`config.mk`:
```
export PLATFORM = sky130hd
export DESIGN_NAME = ordered_list_store_ops
export DESIGN_NICKNAME = d
export VERILOG_FILES = /design/src/hdl/olso_pkg.sv /design/src/hdl/olso_ram.sv /design/src/hdl/olso_walk.sv /design/src/hdl/olso_obuf.sv /design/src/hdl/ordered_list_store_ops.sv
export SDC_FILE = /design/constraint.sdc
export NUM_CORES = 2
export LEC_CHECK = 0
export BUFFER_PORTS_ARGS = -buffer_cell sky130_fd_sc_hd__clkbuf_2
export CAP_MARGIN = 20
export CORE_UTILIZATION = 40
export DETAILED_ROUTE_END_ITERATION = 10
export GPL_ROUTABILITY_DRIVEN = 0
export SLEW_MARGIN = 0
export SYNTH_ARGS = -nofsm -noshare
export SYNTH_HDL_FRONTEND = slang
export SYNTH_SLANG_ARGS = --single-unit
export TNS_END_PERCENT = 5
```
`constraint.sdc`:
```
create_clock -name clk -period 6.5 [get_ports clk]
set_input_delay 0.975 -clock clk [delete_from_list [all_inputs] [get_ports clk]]
set_output_delay 0.975 -clock clk [all_outputs]
set_load 0.1 [all_outputs]
```
`src/hdl/olso_pkg.sv`:
```
// ----------------------------------------------------------------------------
// olso_pkg
// Shared types and constants for the ordered list store.
// ----------------------------------------------------------------------------
`default_nettype none

package olso_pkg;

    localparam int DEPTH_DEF = 32;
    localparam int OP_W      = 3;
    localparam int VALUE_W   = 32;
    localparam int COUNT_W   = 6;

    localparam logic [OP_W-1:0] OP_APPEND    = 3'd0;
    localparam logic [OP_W-1:0] OP_SEARCH    = 3'd1;
    localparam logic [OP_W-1:0] OP_REM_EQUAL = 3'd2;
    localparam logic [OP_W-1:0] OP_REM_SUCC  = 3'd3;
    localparam logic [OP_W-1:0] OP_CLEAR     = 3'd4;
    localparam logic [OP_W-1:0] OP_DUMP      = 3'd5;

    typedef struct packed {
        logic signed [VALUE_W-1:0] entry_value;
        logic                      found;
        logic                      dropped;
        logic [COUNT_W-1:0]        entry_count;
        logic                      last;
    } olso_res_t;

endpackage

`default_nettype wire

```
`src/hdl/olso_ram.sv`:
```
// ----------------------------------------------------------------------------
// olso_ram
// Generic single-write, single-read synchronous RAM with registered read.
// ----------------------------------------------------------------------------
`default_nettype none

module olso_ram #(
    parameter int WIDTH = 32,
    parameter int DEPTH = 32
) (
    input  wire logic                     clk,
    input  wire logic                     wr_en,
    input  wire logic [$clog2(DEPTH)-1:0] wr_addr,
    input  wire logic [WIDTH-1:0]         wr_data,
    input  wire logic                     rd_en,
    input  wire logic [$clog2(DEPTH)-1:0] rd_addr,
    output logic      [WIDTH-1:0]         rd_data
);

    logic [WIDTH-1:0] mem [DEPTH];

    always_ff @(posedge clk)
    begin
        if (wr_en)
        begin
            mem[wr_addr] <= wr_data;
        end
        if (rd_en)
        begin
            rd_data <= mem[rd_addr];
        end
    end

endmodule

`default_nettype wire

```
`src/hdl/olso_walk.sv`:
```
// ----------------------------------------------------------------------------
// olso_walk
// Request sequencer: appends at the tail, and walks the store once per
// search, removal or dump, compacting surviving entries in place.
// ----------------------------------------------------------------------------
`default_nettype none

module olso_walk #(
    parameter int DEPTH = olso_pkg::DEPTH_DEF
) (
    input  wire logic                             clk,
    input  wire logic                             rst_n,
    input  wire logic                             in_valid,
    output logic                                  in_ready,
    input  wire logic [olso_pkg::OP_W-1:0]        op,
    input  wire logic signed [olso_pkg::VALUE_W-1:0] operand_value,
    output logic                                  res_valid,
    input  wire logic                             res_ready,
    output olso_pkg::olso_res_t                   res,
    output logic                                  ram_wr_en,
    output logic [$clog2(DEPTH)-1:0]              ram_wr_addr,
    output logic [olso_pkg::VALUE_W-1:0]          ram_wr_data,
    output logic                                  ram_rd_en,
    output logic [$clog2(DEPTH)-1:0]              ram_rd_addr,
    input  wire logic [olso_pkg::VALUE_W-1:0]     ram_rd_data
);

    import olso_pkg::*;

    localparam int AW = $clog2(DEPTH);
    localparam int CW = $clog2(DEPTH + 1);

    typedef enum logic [1:0] {
        ST_IDLE,
        ST_WALK,
        ST_RESP
    } state_t;

    state_t              state_reg, state_next;
    logic [OP_W-1:0]     op_reg, op_next;
    logic [VALUE_W-1:0]  key_reg, key_next;
    logic [CW-1:0]       len_reg, len_next;
    logic [CW-1:0]       rd_ptr_reg, rd_ptr_next;
    logic [CW-1:0]       wr_ptr_reg, wr_ptr_next;
    logic                skip_reg, skip_next;
    logic                found_reg, found_next;
    logic                dropped_reg, dropped_next;
    logic                hit;
    logic                consume;

    assign hit      = (ram_rd_data == key_reg);
    assign in_ready = (state_reg == ST_IDLE);

    always_comb
    begin
        state_next   = state_reg;
        op_next      = op_reg;
        key_next     = key_reg;
        len_next     = len_reg;
        rd_ptr_next  = rd_ptr_reg;
        wr_ptr_next  = wr_ptr_reg;
        skip_next    = skip_reg;
        found_next   = found_reg;
        dropped_next = dropped_reg;
        consume      = 1'b0;
        ram_wr_en    = 1'b0;
        ram_wr_addr  = '0;
        ram_wr_data  = '0;
        ram_rd_en    = 1'b0;
        ram_rd_addr  = '0;
        res_valid    = 1'b0;
        res          = '0;

        case (state_reg)
            ST_IDLE:
            begin
                if (in_valid)
                begin
                    op_next      = op;
                    key_next     = operand_value;
                    found_next   = 1'b0;
                    dropped_next = 1'b0;
                    skip_next    = 1'b0;
                    wr_ptr_next  = '0;
                    state_next   = ST_RESP;
                    case (op)
                        OP_APPEND:
                        begin
                            if (len_reg < CW'(DEPTH))
                            begin
                                ram_wr_en   = 1'b1;
                                ram_wr_addr = len_reg[AW-1:0];
                                ram_wr_data = operand_value;
                                len_next    = len_reg + 1'b1;
                            end
                            else
                            begin
                                dropped_next = 1'b1;
                            end
                        end
                        OP_SEARCH, OP_REM_EQUAL, OP_REM_SUCC, OP_DUMP:
                        begin
                            if (len_reg != '0)
                            begin
                                ram_rd_en   = 1'b1;
                                ram_rd_addr = '0;
                                rd_ptr_next = CW'(1);
                                state_next  = ST_WALK;
                            end
                        end
                        OP_CLEAR:
                        begin
                            len_next = '0;
                        end
                        default:
                        begin
                            len_next = len_reg;
                        end
                    endcase
                end
            end

            ST_WALK:
            begin
                if (op_reg == OP_DUMP)
                begin
                    res_valid               = 1'b1;
                    res.entry_value         = ram_rd_data;
                    res.entry_count         = COUNT_W'(len_reg);
                    res.last                = (rd_ptr_reg == len_reg);
                    consume                 = res_ready;
                end
                else
                begin
                    consume = 1'b1;
                end

                if (consume)
                begin
                    case (op_reg)
                        OP_SEARCH:
                        begin
                            if (hit)
                            begin
                                found_next = 1'b1;
                            end
                        end
                        OP_REM_EQUAL:
                        begin
                            if (!hit)
                            begin
                                ram_wr_en   = 1'b1;
                                ram_wr_addr = wr_ptr_reg[AW-1:0];
                                ram_wr_data = ram_rd_data;
                                wr_ptr_next = wr_ptr_reg + 1'b1;
                            end
                        end
                        OP_REM_SUCC:
                        begin
                            if (skip_reg)
                            begin
                                skip_next = 1'b0;
                            end
                            else
                            begin
                                ram_wr_en   = 1'b1;
                                ram_wr_addr = wr_ptr_reg[AW-1:0];
                                ram_wr_data = ram_rd_data;
                                wr_ptr_next = wr_ptr_reg + 1'b1;
                                skip_next   = hit;
                            end
                        end
                        default:
                        begin
                            skip_next = skip_reg;
                        end
                    endcase

                    if (rd_ptr_reg == len_reg)
                    begin
                        if ((op_reg == OP_REM_EQUAL) || (op_reg == OP_REM_SUCC))
                        begin
                            len_next = wr_ptr_next;
                        end
                        state_next = (op_reg == OP_DUMP) ? ST_IDLE : ST_RESP;
                    end
                    else
                    begin
                        ram_rd_en   = 1'b1;
                        ram_rd_addr = rd_ptr_reg[AW-1:0];
                        rd_ptr_next = rd_ptr_reg + 1'b1;
                    end
                end
            end

            ST_RESP:
            begin
                res_valid       = 1'b1;
                res.found       = found_reg;
                res.dropped     = dropped_reg;
                res.entry_count = COUNT_W'(len_reg);
                res.last        = 1'b1;
                if (res_ready)
                begin
                    state_next = ST_IDLE;
                end
            end

            default:
            begin
                state_next = ST_IDLE;
            end
        endcase
    end

    always_ff @(posedge clk or negedge rst_n)
    begin
        if (!rst_n)
        begin
            state_reg   <= ST_IDLE;
            len_reg     <= '0;
            rd_ptr_reg  <= '0;
            wr_ptr_reg  <= '0;
            skip_reg    <= 1'b0;
            found_reg   <= 1'b0;
            dropped_reg <= 1'b0;
            op_reg      <= OP_APPEND;
        end
        else
        begin
            state_reg   <= state_next;
            len_reg     <= len_next;
            rd_ptr_reg  <= rd_ptr_next;
            wr_ptr_reg  <= wr_ptr_next;
            skip_reg    <= skip_next;
            found_reg   <= found_next;
            dropped_reg <= dropped_next;
            op_reg      <= op_next;
        end
    end

    always_ff @(posedge clk)
    begin
        key_reg <= key_next;
    end

endmodule

`default_nettype wire

```
`src/hdl/olso_obuf.sv`:
```
// ----------------------------------------------------------------------------
// olso_obuf
// Two-entry output buffer that decouples the sequencer from the result
// channel's ready.
// ----------------------------------------------------------------------------
`default_nettype none

module olso_obuf (
    input  wire logic                clk,
    input  wire logic                rst_n,
    input  wire logic                push_valid,
    output logic                     push_ready,
    input  wire olso_pkg::olso_res_t push_data,
    output logic                     pop_valid,
    input  wire logic                pop_ready,
    output olso_pkg::olso_res_t      pop_data
);

    import olso_pkg::*;

    logic [1:0] cnt_reg, cnt_next;
    olso_res_t  slot0_reg, slot0_next;
    olso_res_t  slot1_reg, slot1_next;
    logic       push;
    logic       pop;

    assign push_ready = (cnt_reg != 2'd2);
    assign pop_valid  = (cnt_reg != 2'd0);
    assign pop_data   = slot0_reg;
    assign push       = push_valid && push_ready;
    assign pop        = pop_valid && pop_ready;

    always_comb
    begin
        cnt_next   = cnt_reg + {1'b0, push} - {1'b0, pop};
        slot0_next = slot0_reg;
        slot1_next = slot1_reg;
        if (pop)
        begin
            if (cnt_reg == 2'd2)
            begin
                slot0_next = slot1_reg;
            end
            else if (push)
            begin
                slot0_next = push_data;
            end
        end
        else if (push)
        begin
            if (cnt_reg == 2'd0)
            begin
                slot0_next = push_data;
            end
            else
            begin
                slot1_next = push_data;
            end
        end
    end

    always_ff @(posedge clk or negedge rst_n)
    begin
        if (!rst_n)
        begin
            cnt_reg <= 2'd0;
        end
        else
        begin
            cnt_reg <= cnt_next;
        end
    end

    always_ff @(posedge clk)
    begin
        slot0_reg <= slot0_next;
        slot1_reg <= slot1_next;
    end

endmodule

`default_nettype wire

```
`src/hdl/ordered_list_store_ops.sv`:
```
// ----------------------------------------------------------------------------
// ordered_list_store_ops
// Ordered list of signed values kept packed in one synchronous RAM.
// ----------------------------------------------------------------------------
// The block takes one request at a time. Append, clear and unused codes are
// handled in the sequencer's idle state and post their single result after it.
// Search and both removals walk the list through the RAM's one read port at
// one entry per cycle; removals write the survivors back through the write
// port behind the read pointer. Dump posts one result per entry, one per
// cycle while the result side keeps up, with last set on the final entry; an
// empty dump posts a single result with last set and zero value and count.
// A two-entry output buffer lets up to two results wait before the sequencer
// is held up. No clearing pass is needed after reset.
// ----------------------------------------------------------------------------
`default_nettype none

module ordered_list_store_ops #(
    parameter int DEPTH = olso_pkg::DEPTH_DEF
) (
    input  wire logic                                clk,
    input  wire logic                                rst_n,
    input  wire logic                                in_valid,
    output logic                                     in_ready,
    input  wire logic [olso_pkg::OP_W-1:0]           op,
    input  wire logic signed [olso_pkg::VALUE_W-1:0] operand_value,
    output logic                                     out_valid,
    input  wire logic                                out_ready,
    output logic signed [olso_pkg::VALUE_W-1:0]      entry_value,
    output logic                                     found,
    output logic                                     dropped,
    output logic [olso_pkg::COUNT_W-1:0]             entry_count,
    output logic                                     last
);

    import olso_pkg::*;

    localparam int AW = $clog2(DEPTH);

    logic               res_valid;
    logic               res_ready;
    olso_res_t          res;
    olso_res_t          head;
    logic               ram_wr_en;
    logic [AW-1:0]      ram_wr_addr;
    logic [VALUE_W-1:0] ram_wr_data;
    logic               ram_rd_en;
    logic [AW-1:0]      ram_rd_addr;
    logic [VALUE_W-1:0] ram_rd_data;

    olso_walk #(
        .DEPTH (DEPTH)
    ) u_walk (
        .clk           (clk),
        .rst_n         (rst_n),
        .in_valid      (in_valid),
        .in_ready      (in_ready),
        .op            (op),
        .operand_value (operand_value),
        .res_valid     (res_valid),
        .res_ready     (res_ready),
        .res           (res),
        .ram_wr_en     (ram_wr_en),
        .ram_wr_addr   (ram_wr_addr),
        .ram_wr_data   (ram_wr_data),
        .ram_rd_en     (ram_rd_en),
        .ram_rd_addr   (ram_rd_addr),
        .ram_rd_data   (ram_rd_data)
    );

    olso_ram #(
        .WIDTH (VALUE_W),
        .DEPTH (DEPTH)
    ) u_ram (
        .clk     (clk),
        .wr_en   (ram_wr_en),
        .wr_addr (ram_wr_addr),
        .wr_data (ram_wr_data),
        .rd_en   (ram_rd_en),
        .rd_addr (ram_rd_addr),
        .rd_data (ram_rd_data)
    );

    olso_obuf u_obuf (
        .clk        (clk),
        .rst_n      (rst_n),
        .push_valid (res_valid),
        .push_ready (res_ready),
        .push_data  (res),
        .pop_valid  (out_valid),
        .pop_ready  (out_ready),
        .pop_data   (head)
    );

    assign entry_value = head.entry_value;
    assign found       = head.found;
    assign dropped     = head.dropped;
    assign entry_count = head.entry_count;
    assign last        = head.last;

endmodule

`default_nettype wire

```
After elaboration in Yosys (flattened, before gate mapping)
Memory sizes are Yosys's and may differ from the RTL's. A register that Yosys moved wholly into a read port is not among the register bits.
Index checks and enable logic that the tools add are counted.

storage, ports and cells
  register bits after elaboration = 142
  memory bits (writable) = 1024
  input bits = 39
  logic and storage cells = 166
  memories = 1

memories
  memory     words  width  read ports  clocked after Yosys merged registers in  write ports  RTL line        text
  u_ram.mem  32     32     1           1                                        1            olso_ram.sv:20  logic [WIDTH-1:0] mem [DEPTH];

cells by class
  add/sub/neg operators = 5
  magnitude comparators = 1
  equality and inequality tests = 28
  muxes and demuxes = 87
  bitwise operators = 2
  reduce and logical (&&, ||, !) cells = 22

operator list
  cell                                           number
  two-way mux 32 bit                             8
  two-way mux 41 bit                             5
  one-hot mux 32 bit (2 select lines)            2
  two-way mux 6 bit                              14
  one-hot mux 6 bit (2 select lines)             5
  two-way mux 5 bit                              9
  == test 32 bit                                 1
  two-way mux 1 bit                              25
  one-hot mux 5 bit (2 select lines)             2
  adder 6 x 1 -> 6 bit, second input constant    3
  two-way mux 2 bit                              8
  != test 2 x 1 -> 1 bit, second input constant  8
  one-hot mux 7 bit (2 select lines)             1
  == test 3 x 2 -> 1 bit, second input constant  4
  one-hot mux 1 bit (2 select lines)             6
  nonzero test 2 bit                             5
  == test 3 bit, second input constant           3
  AND reduction 3 bit                            3
  != test 2 bit, second input constant           4
  AND reduction 4 bit                            2
  two-way mux 7 bit                              1
  AND reduction 7 bit                            1
  == test 3 x 1 -> 1 bit, second input constant  2
  == test 6 bit                                  1
  other kinds (18)                               22

Longest topological paths before layout
  depth after elaboration = 7
  mapped depth = 11
  depth with buffers taken out = 11

Cells and area by module
From an unflattened synthesis, not the netlist that was laid out.

second synthesis, totals
  cell total of the unflattened synthesis = 2802
  area, all modules = 47917.2 um^2

modules (own cells, without submodules)
  module     instances  cells each  area each (um^2)  sequential area each (um^2)
  olso_ram   1          2260        40812.9           31710.4
  olso_walk  1          397         3943.8            1611.5
  olso_obuf  1          145         3160.5            2512.4

Worst setup path after synthesis
Ideal clock, no wire load.

  path type = register to register
  start = register u_walk.state_reg[0]
  end = memory u_ram.mem[24][0] (enable)
  arrival time = 4.403 ns
  data required time = 6.079 ns
  slack = 1.676 ns
  stages on the path, launching flop included = 9
  path buffers = 0
  cells stage by stage = dfrtp_1 -> inv_1 -> ha_1 -> nand2_1 -> nor4b_1 -> and2_1 -> a31oi_1 -> or3b_2 -> nor2_1

on the way
  word-level cells in the longest chain between the ends = 4

ends and longest elaborated chain
  element                                  RTL line                      text
  from (decl)                              olso_walk.sv:39               state_t state_reg, state_next;
  from (signal assigned)                   olso_walk.sv:231              state_reg <= state_next;
  zero test 2 bit *                        --
  via in_ready                             ordered_list_store_ops.sv:23  output logic in_ready,
  one-hot mux 1 bit (2 select lines)       olso_walk.sv:74               case (state_reg)
  two-way mux 1 bit                        olso_ram.sv:24                if (wr_en)
  two-way mux 1 bit (not written as such)  olso_ram.sv:26                mem[wr_addr] <= wr_data;
  to (decl)                                olso_ram.sv:20

The timed path passes the listed nets; every way through them passes the cells marked *.

Final worst setup path
  start = register u_ram.rd_data[7] (read register of u_ram.mem)
  end = memory u_ram.mem[23][20] (enable)

on the way
  word-level cells in the longest chain between the ends = 7

ends and longest elaborated chain
  element                                  RTL line          text
  from (decl)                              olso_ram.sv:17    output logic [WIDTH-1:0] rd_data
  == test 32 bit *                         olso_walk.sv:51   assign hit = (ram_rd_data == key_reg);
  two-way mux 1 bit                        olso_walk.sv:150  if (!hit)
  one-hot mux 1 bit (2 select lines)       olso_walk.sv:140  case (op_reg)
  two-way mux 1 bit                        olso_walk.sv:138  if (consume)
  one-hot mux 1 bit (2 select lines)       olso_walk.sv:74
  two-way mux 1 bit                        olso_ram.sv:24
  two-way mux 1 bit (not written as such)  olso_ram.sv:26

Mark *: on every way between the ends. The rest lies on a longest branch, timed or not.

==> impl_metrics.yaml <==
worst_setup_path:
  cpMaxStageDelayCell: "sky130_fd_sc_hd__nor2_4"
  critical_path_class: "register to register"
  critical_path_buf_inv_count: 1
  cp-start-kind: "register"
  arrival_ns: 5.15
  crit_path_end_kind: "register"
  critical_path_s_top_delay_family: "simple AND/OR/NAND/NOR gates"
  critPathRequiredTime_ns: 6.91
  crit_path_cell_trace: "xnor2_1, nand4_1, nor4_1, a31oi_1, a32oi_1, or3b_1, nor2_4, buf_4"
  biggest_fanout_along_the_worst_timing_path: 21
  critPathMaxStageDelay_ns: 0.89
drt:
  antenna_viol_nets_final: 0
  routed_wl_um: 137000
  route.detailed.wl_per_inst_um: 28.1
  drtPass1Iterations: 6
  drt_iter0_drcs: 3452
  viasPerCell: 5.88
  route.detailed.drc: 0
  vias: 28645
logic_synthesis:
  cell_area_synth_mm2: 0.0487
  synth-seq-cells: 1198
  synth_instances: 3042
  syn-mean-instance-area_um2: 16.0
  synth_top_cell_by_area: "sky130_fd_sc_hd__edfxtp_1"
  synth.net_count: 3092
  seq_total_area_yosys_pct: 73.5
  synthArstFlopShare_pct: 2.34
  ys_dominant_reg_cell: "sky130_fd_sc_hd__edfxtp_1"
  post-synth-top-area-fraction_pct: 72.1
  synth_top_cells_by_area: "sky130_fd_sc_hd__edfxtp_1 (72%), sky130_fd_sc_hd__mux2_2 (4.0%), sky130_fd_sc_hd__mux4_2 (3.0%)"
  synth-edff-count: 1170
  yosys_warnings: 0
  synth_cell_types: 71
sta:
  min_period_over_period_pct: 72.9
  min_period_ns: 4.74
  final_slew_violations: 0
  worst-slew-pin-transition_ns: 1.12
  rsz0062_at_grt: "no"
  finalSetupViolCount: 0
  worst_clock_skew_ns: 0.0479
  totalNegativeSetupSlack_ns: 0
  hold_violations: 0
  achievable-frequency_mhz: 211
  maxSlewHeadroom_pct: 25.3
floorplan:
  floorplan.io_pins: 82
  core_area_mm2: 0.120
  design.die.area_mm2: 0.123
  floorplan.die.height_um: 351
  floorplan.initialDensity_pct: 40.5
  core.rowCount: 127
  die_width_um: 351
clock_tree:
  cts.sinks: 1198
  htree_num_levels: 3
  numCtsBuffers: 121
  hold_buffers: 0
  clock_tree.root_cell: "sky130_fd_sc_hd__clkbuf_16"
  cts_resized: 0
  tritoncts: "done"
  post_cts_buffers: 0
  clk-insertion-delay-late_ns: 0.74
  clkSlewWorstSetupHoldPaths_ns: 0.06
  clockBufferDepth: 3
grt:
  grt_first_pass_wirelength_um: 197000
  grt.total_usage_pct: 22.1
  grt_antenna_before_repair: 1
  grt_pass1_vias: 27281
  grt_remaining_overflow: 0
  grt_start_max_net_pins: 158
power_and_ir_drop:
  irDropWorstVdd_mv: 0.368
  p_per_area_mw_per_mm2: 365
  leakage_component_of_the_power_uw: 0.0184
outcome:
  outcome: "complete, no violations"
placement:
  dpl.hpwl_um: 79800
  buffer_ports.inserted: 81
  placedInstanceArea_mm2: 0.0516
cells_and_area:
  postLayoutCellArea_mm2: 0.0557
  area.growth.synth_to_final_pct: 14.2
  finalCoreUtilization_pct: 46.2
  layout.nets: 3203
  most-common-layout-cells: "sky130_fd_sc_hd__edfxtp_1 (1,170), sky130_fd_sc_hd__nand2_1 (224), sky130_fd_sc_hd__nor2_1 (210)"
  largest_register_ffs: 1024
  post_route_cells_drive_above_1_share_pct: 20.8
  filler_cell_count: 10384
  layout.cells.most_common: "sky130_fd_sc_hd__edfxtp_1"
min_path:
  worstHoldPathType: "input pin to asynchronous set/reset pin"
flow_run:
  max-cap-violations: 0
[layer usage]
metal / part of all wire (%) / vias to the layer above / track usage [%]
met3: 8.6 / 193 / 3.32
met5: 0 / - / 0
met4: 2.2 / 0 / 5.52
met2: 45 / 1400 / 34.0
met1: 44 / 14768 / 32.7
li1: - / 12284 / -
[logic make-up (layout without fill, tap and decap cells)]
family | after synthesis | count (layout) | share of synthesized area (%)
muxes | 305 | 305 | 8.35
other | 0 | 1 | 0
AOI/OAI and AO/OA | 628 | 628 | 9.25
and+or+nand+nor | 639 | 639 | 5.82
xor gates and xnor gates | 43 | 43 | 0.773
DFF | 1198 | 1198 | 73.5
adders and majority gates | 11 | 11 | 0.282
buffers and inverters | 218 | 434 | 2.00
[power by group]
part	total, uW	internal (uW)	switching (uW)
sequential	9230	9000	235
combinational	4310	1220	3080
clock	6780	3820	2960
[synthesized netlist by cell type, types with 5 or more instances]
master / instances
sky130_fd_sc_hd__mux2i_1: 68
sky130_fd_sc_hd__o211ai_1: 7
sky130_fd_sc_hd__a211oi_1: 63
sky130_fd_sc_hd__nand2_1: 229
sky130_fd_sc_hd__a21oi_1: 105
sky130_fd_sc_hd__buf_2: 31
sky130_fd_sc_hd__mux4_2: 64
sky130_fd_sc_hd__buf_1: 19
sky130_fd_sc_hd__o31ai_1: 9
sky130_fd_sc_hd__mux2_2: 172
sky130_fd_sc_hd__a221oi_1: 65
sky130_fd_sc_hd__buf_6: 8
sky130_fd_sc_hd__dfrtp_1: 28
sky130_fd_sc_hd__o22ai_1: 34
sky130_fd_sc_hd__buf_4: 16
sky130_fd_sc_hd__nand4_1: 12
sky130_fd_sc_hd__o2bb2ai_1: 31
sky130_fd_sc_hd__a31o_1: 24
sky130_fd_sc_hd__o32ai_1: 31
sky130_fd_sc_hd__ha_1: 11
sky130_fd_sc_hd__a31o_2: 7
sky130_fd_sc_hd__nand3_1: 5
sky130_fd_sc_hd__nor4_1: 38
sky130_fd_sc_hd__and2_1: 76
sky130_fd_sc_hd__inv_1: 16
sky130_fd_sc_hd__a22o_1: 34
sky130_fd_sc_hd__xor2_1: 8
sky130_fd_sc_hd__nor2_1: 245
sky130_fd_sc_hd__a311oi_1: 33
sky130_fd_sc_hd__clkbuf_1: 127
sky130_fd_sc_hd__o21ai_0: 122
sky130_fd_sc_hd__o32a_1: 31
sky130_fd_sc_hd__xnor2_1: 35
sky130_fd_sc_hd__edfxtp_1: 1170
[worst register-to-register path, stage by stage (launching register included)]
cell	delay, ns
sky130_fd_sc_hd__edfxtp_1	0.43
sky130_fd_sc_hd__xnor2_1	0.21
sky130_fd_sc_hd__nand4_1	0.30
sky130_fd_sc_hd__nor4_1	0.62
sky130_fd_sc_hd__a31oi_1	0.42
sky130_fd_sc_hd__a32oi_1	0.63
sky130_fd_sc_hd__or3b_1	0.61
sky130_fd_sc_hd__nor2_4	0.90
sky130_fd_sc_hd__buf_4	0.33
[area by class of cell]
type                    instances  area (um2)  area share (%)
well taps                    1612        2020            3.62
repair buffers                189        1630            2.93
multi-input cells            1626       12300            22.1
flip-flops and latches       1198       35900            64.4
inverters                      17        65.1           0.117
clock inverters                82         627            1.13
diodes                          1        2.50         0.00449
clock buffers                 146        3210            5.76
[metrics by stage]
step	hold WS, ns	cells	power (uW)	setup WS (ns)
2_1_floorplan	0.436	3042	12400	1.68
3_5_place_dp	0.464	4634	13700	1.66
5_1_grt	0.385	4871	21000	1.45
4_1_cts	0.327	4862	20400	1.81
6_report	0.338	4871	20300	1.76
3_3_place_gp	0.475	4628	13600	1.71
[path summary, 6_finish.rpt]
path,from,end,slack [ns],cells after the start
max,u_ram.rd_data[7],u_ram.mem[23][20],1.76,8
min,rst_n,u_walk.rd_ptr_reg[5],0.34,1
max reg2reg,u_ram.rd_data[7],u_ram.mem[23][20],1.76,8
min reg2reg,u_walk.found_reg,u_walk.found_reg,0.49,1
max in group asynchronous,rst_n,u_walk.rd_ptr_reg[3],5.57,1
min in group clk,operand_value[25],u_walk.key_reg[25],0.44,1
No activity file was read; power rests on OpenSTA's default activity.
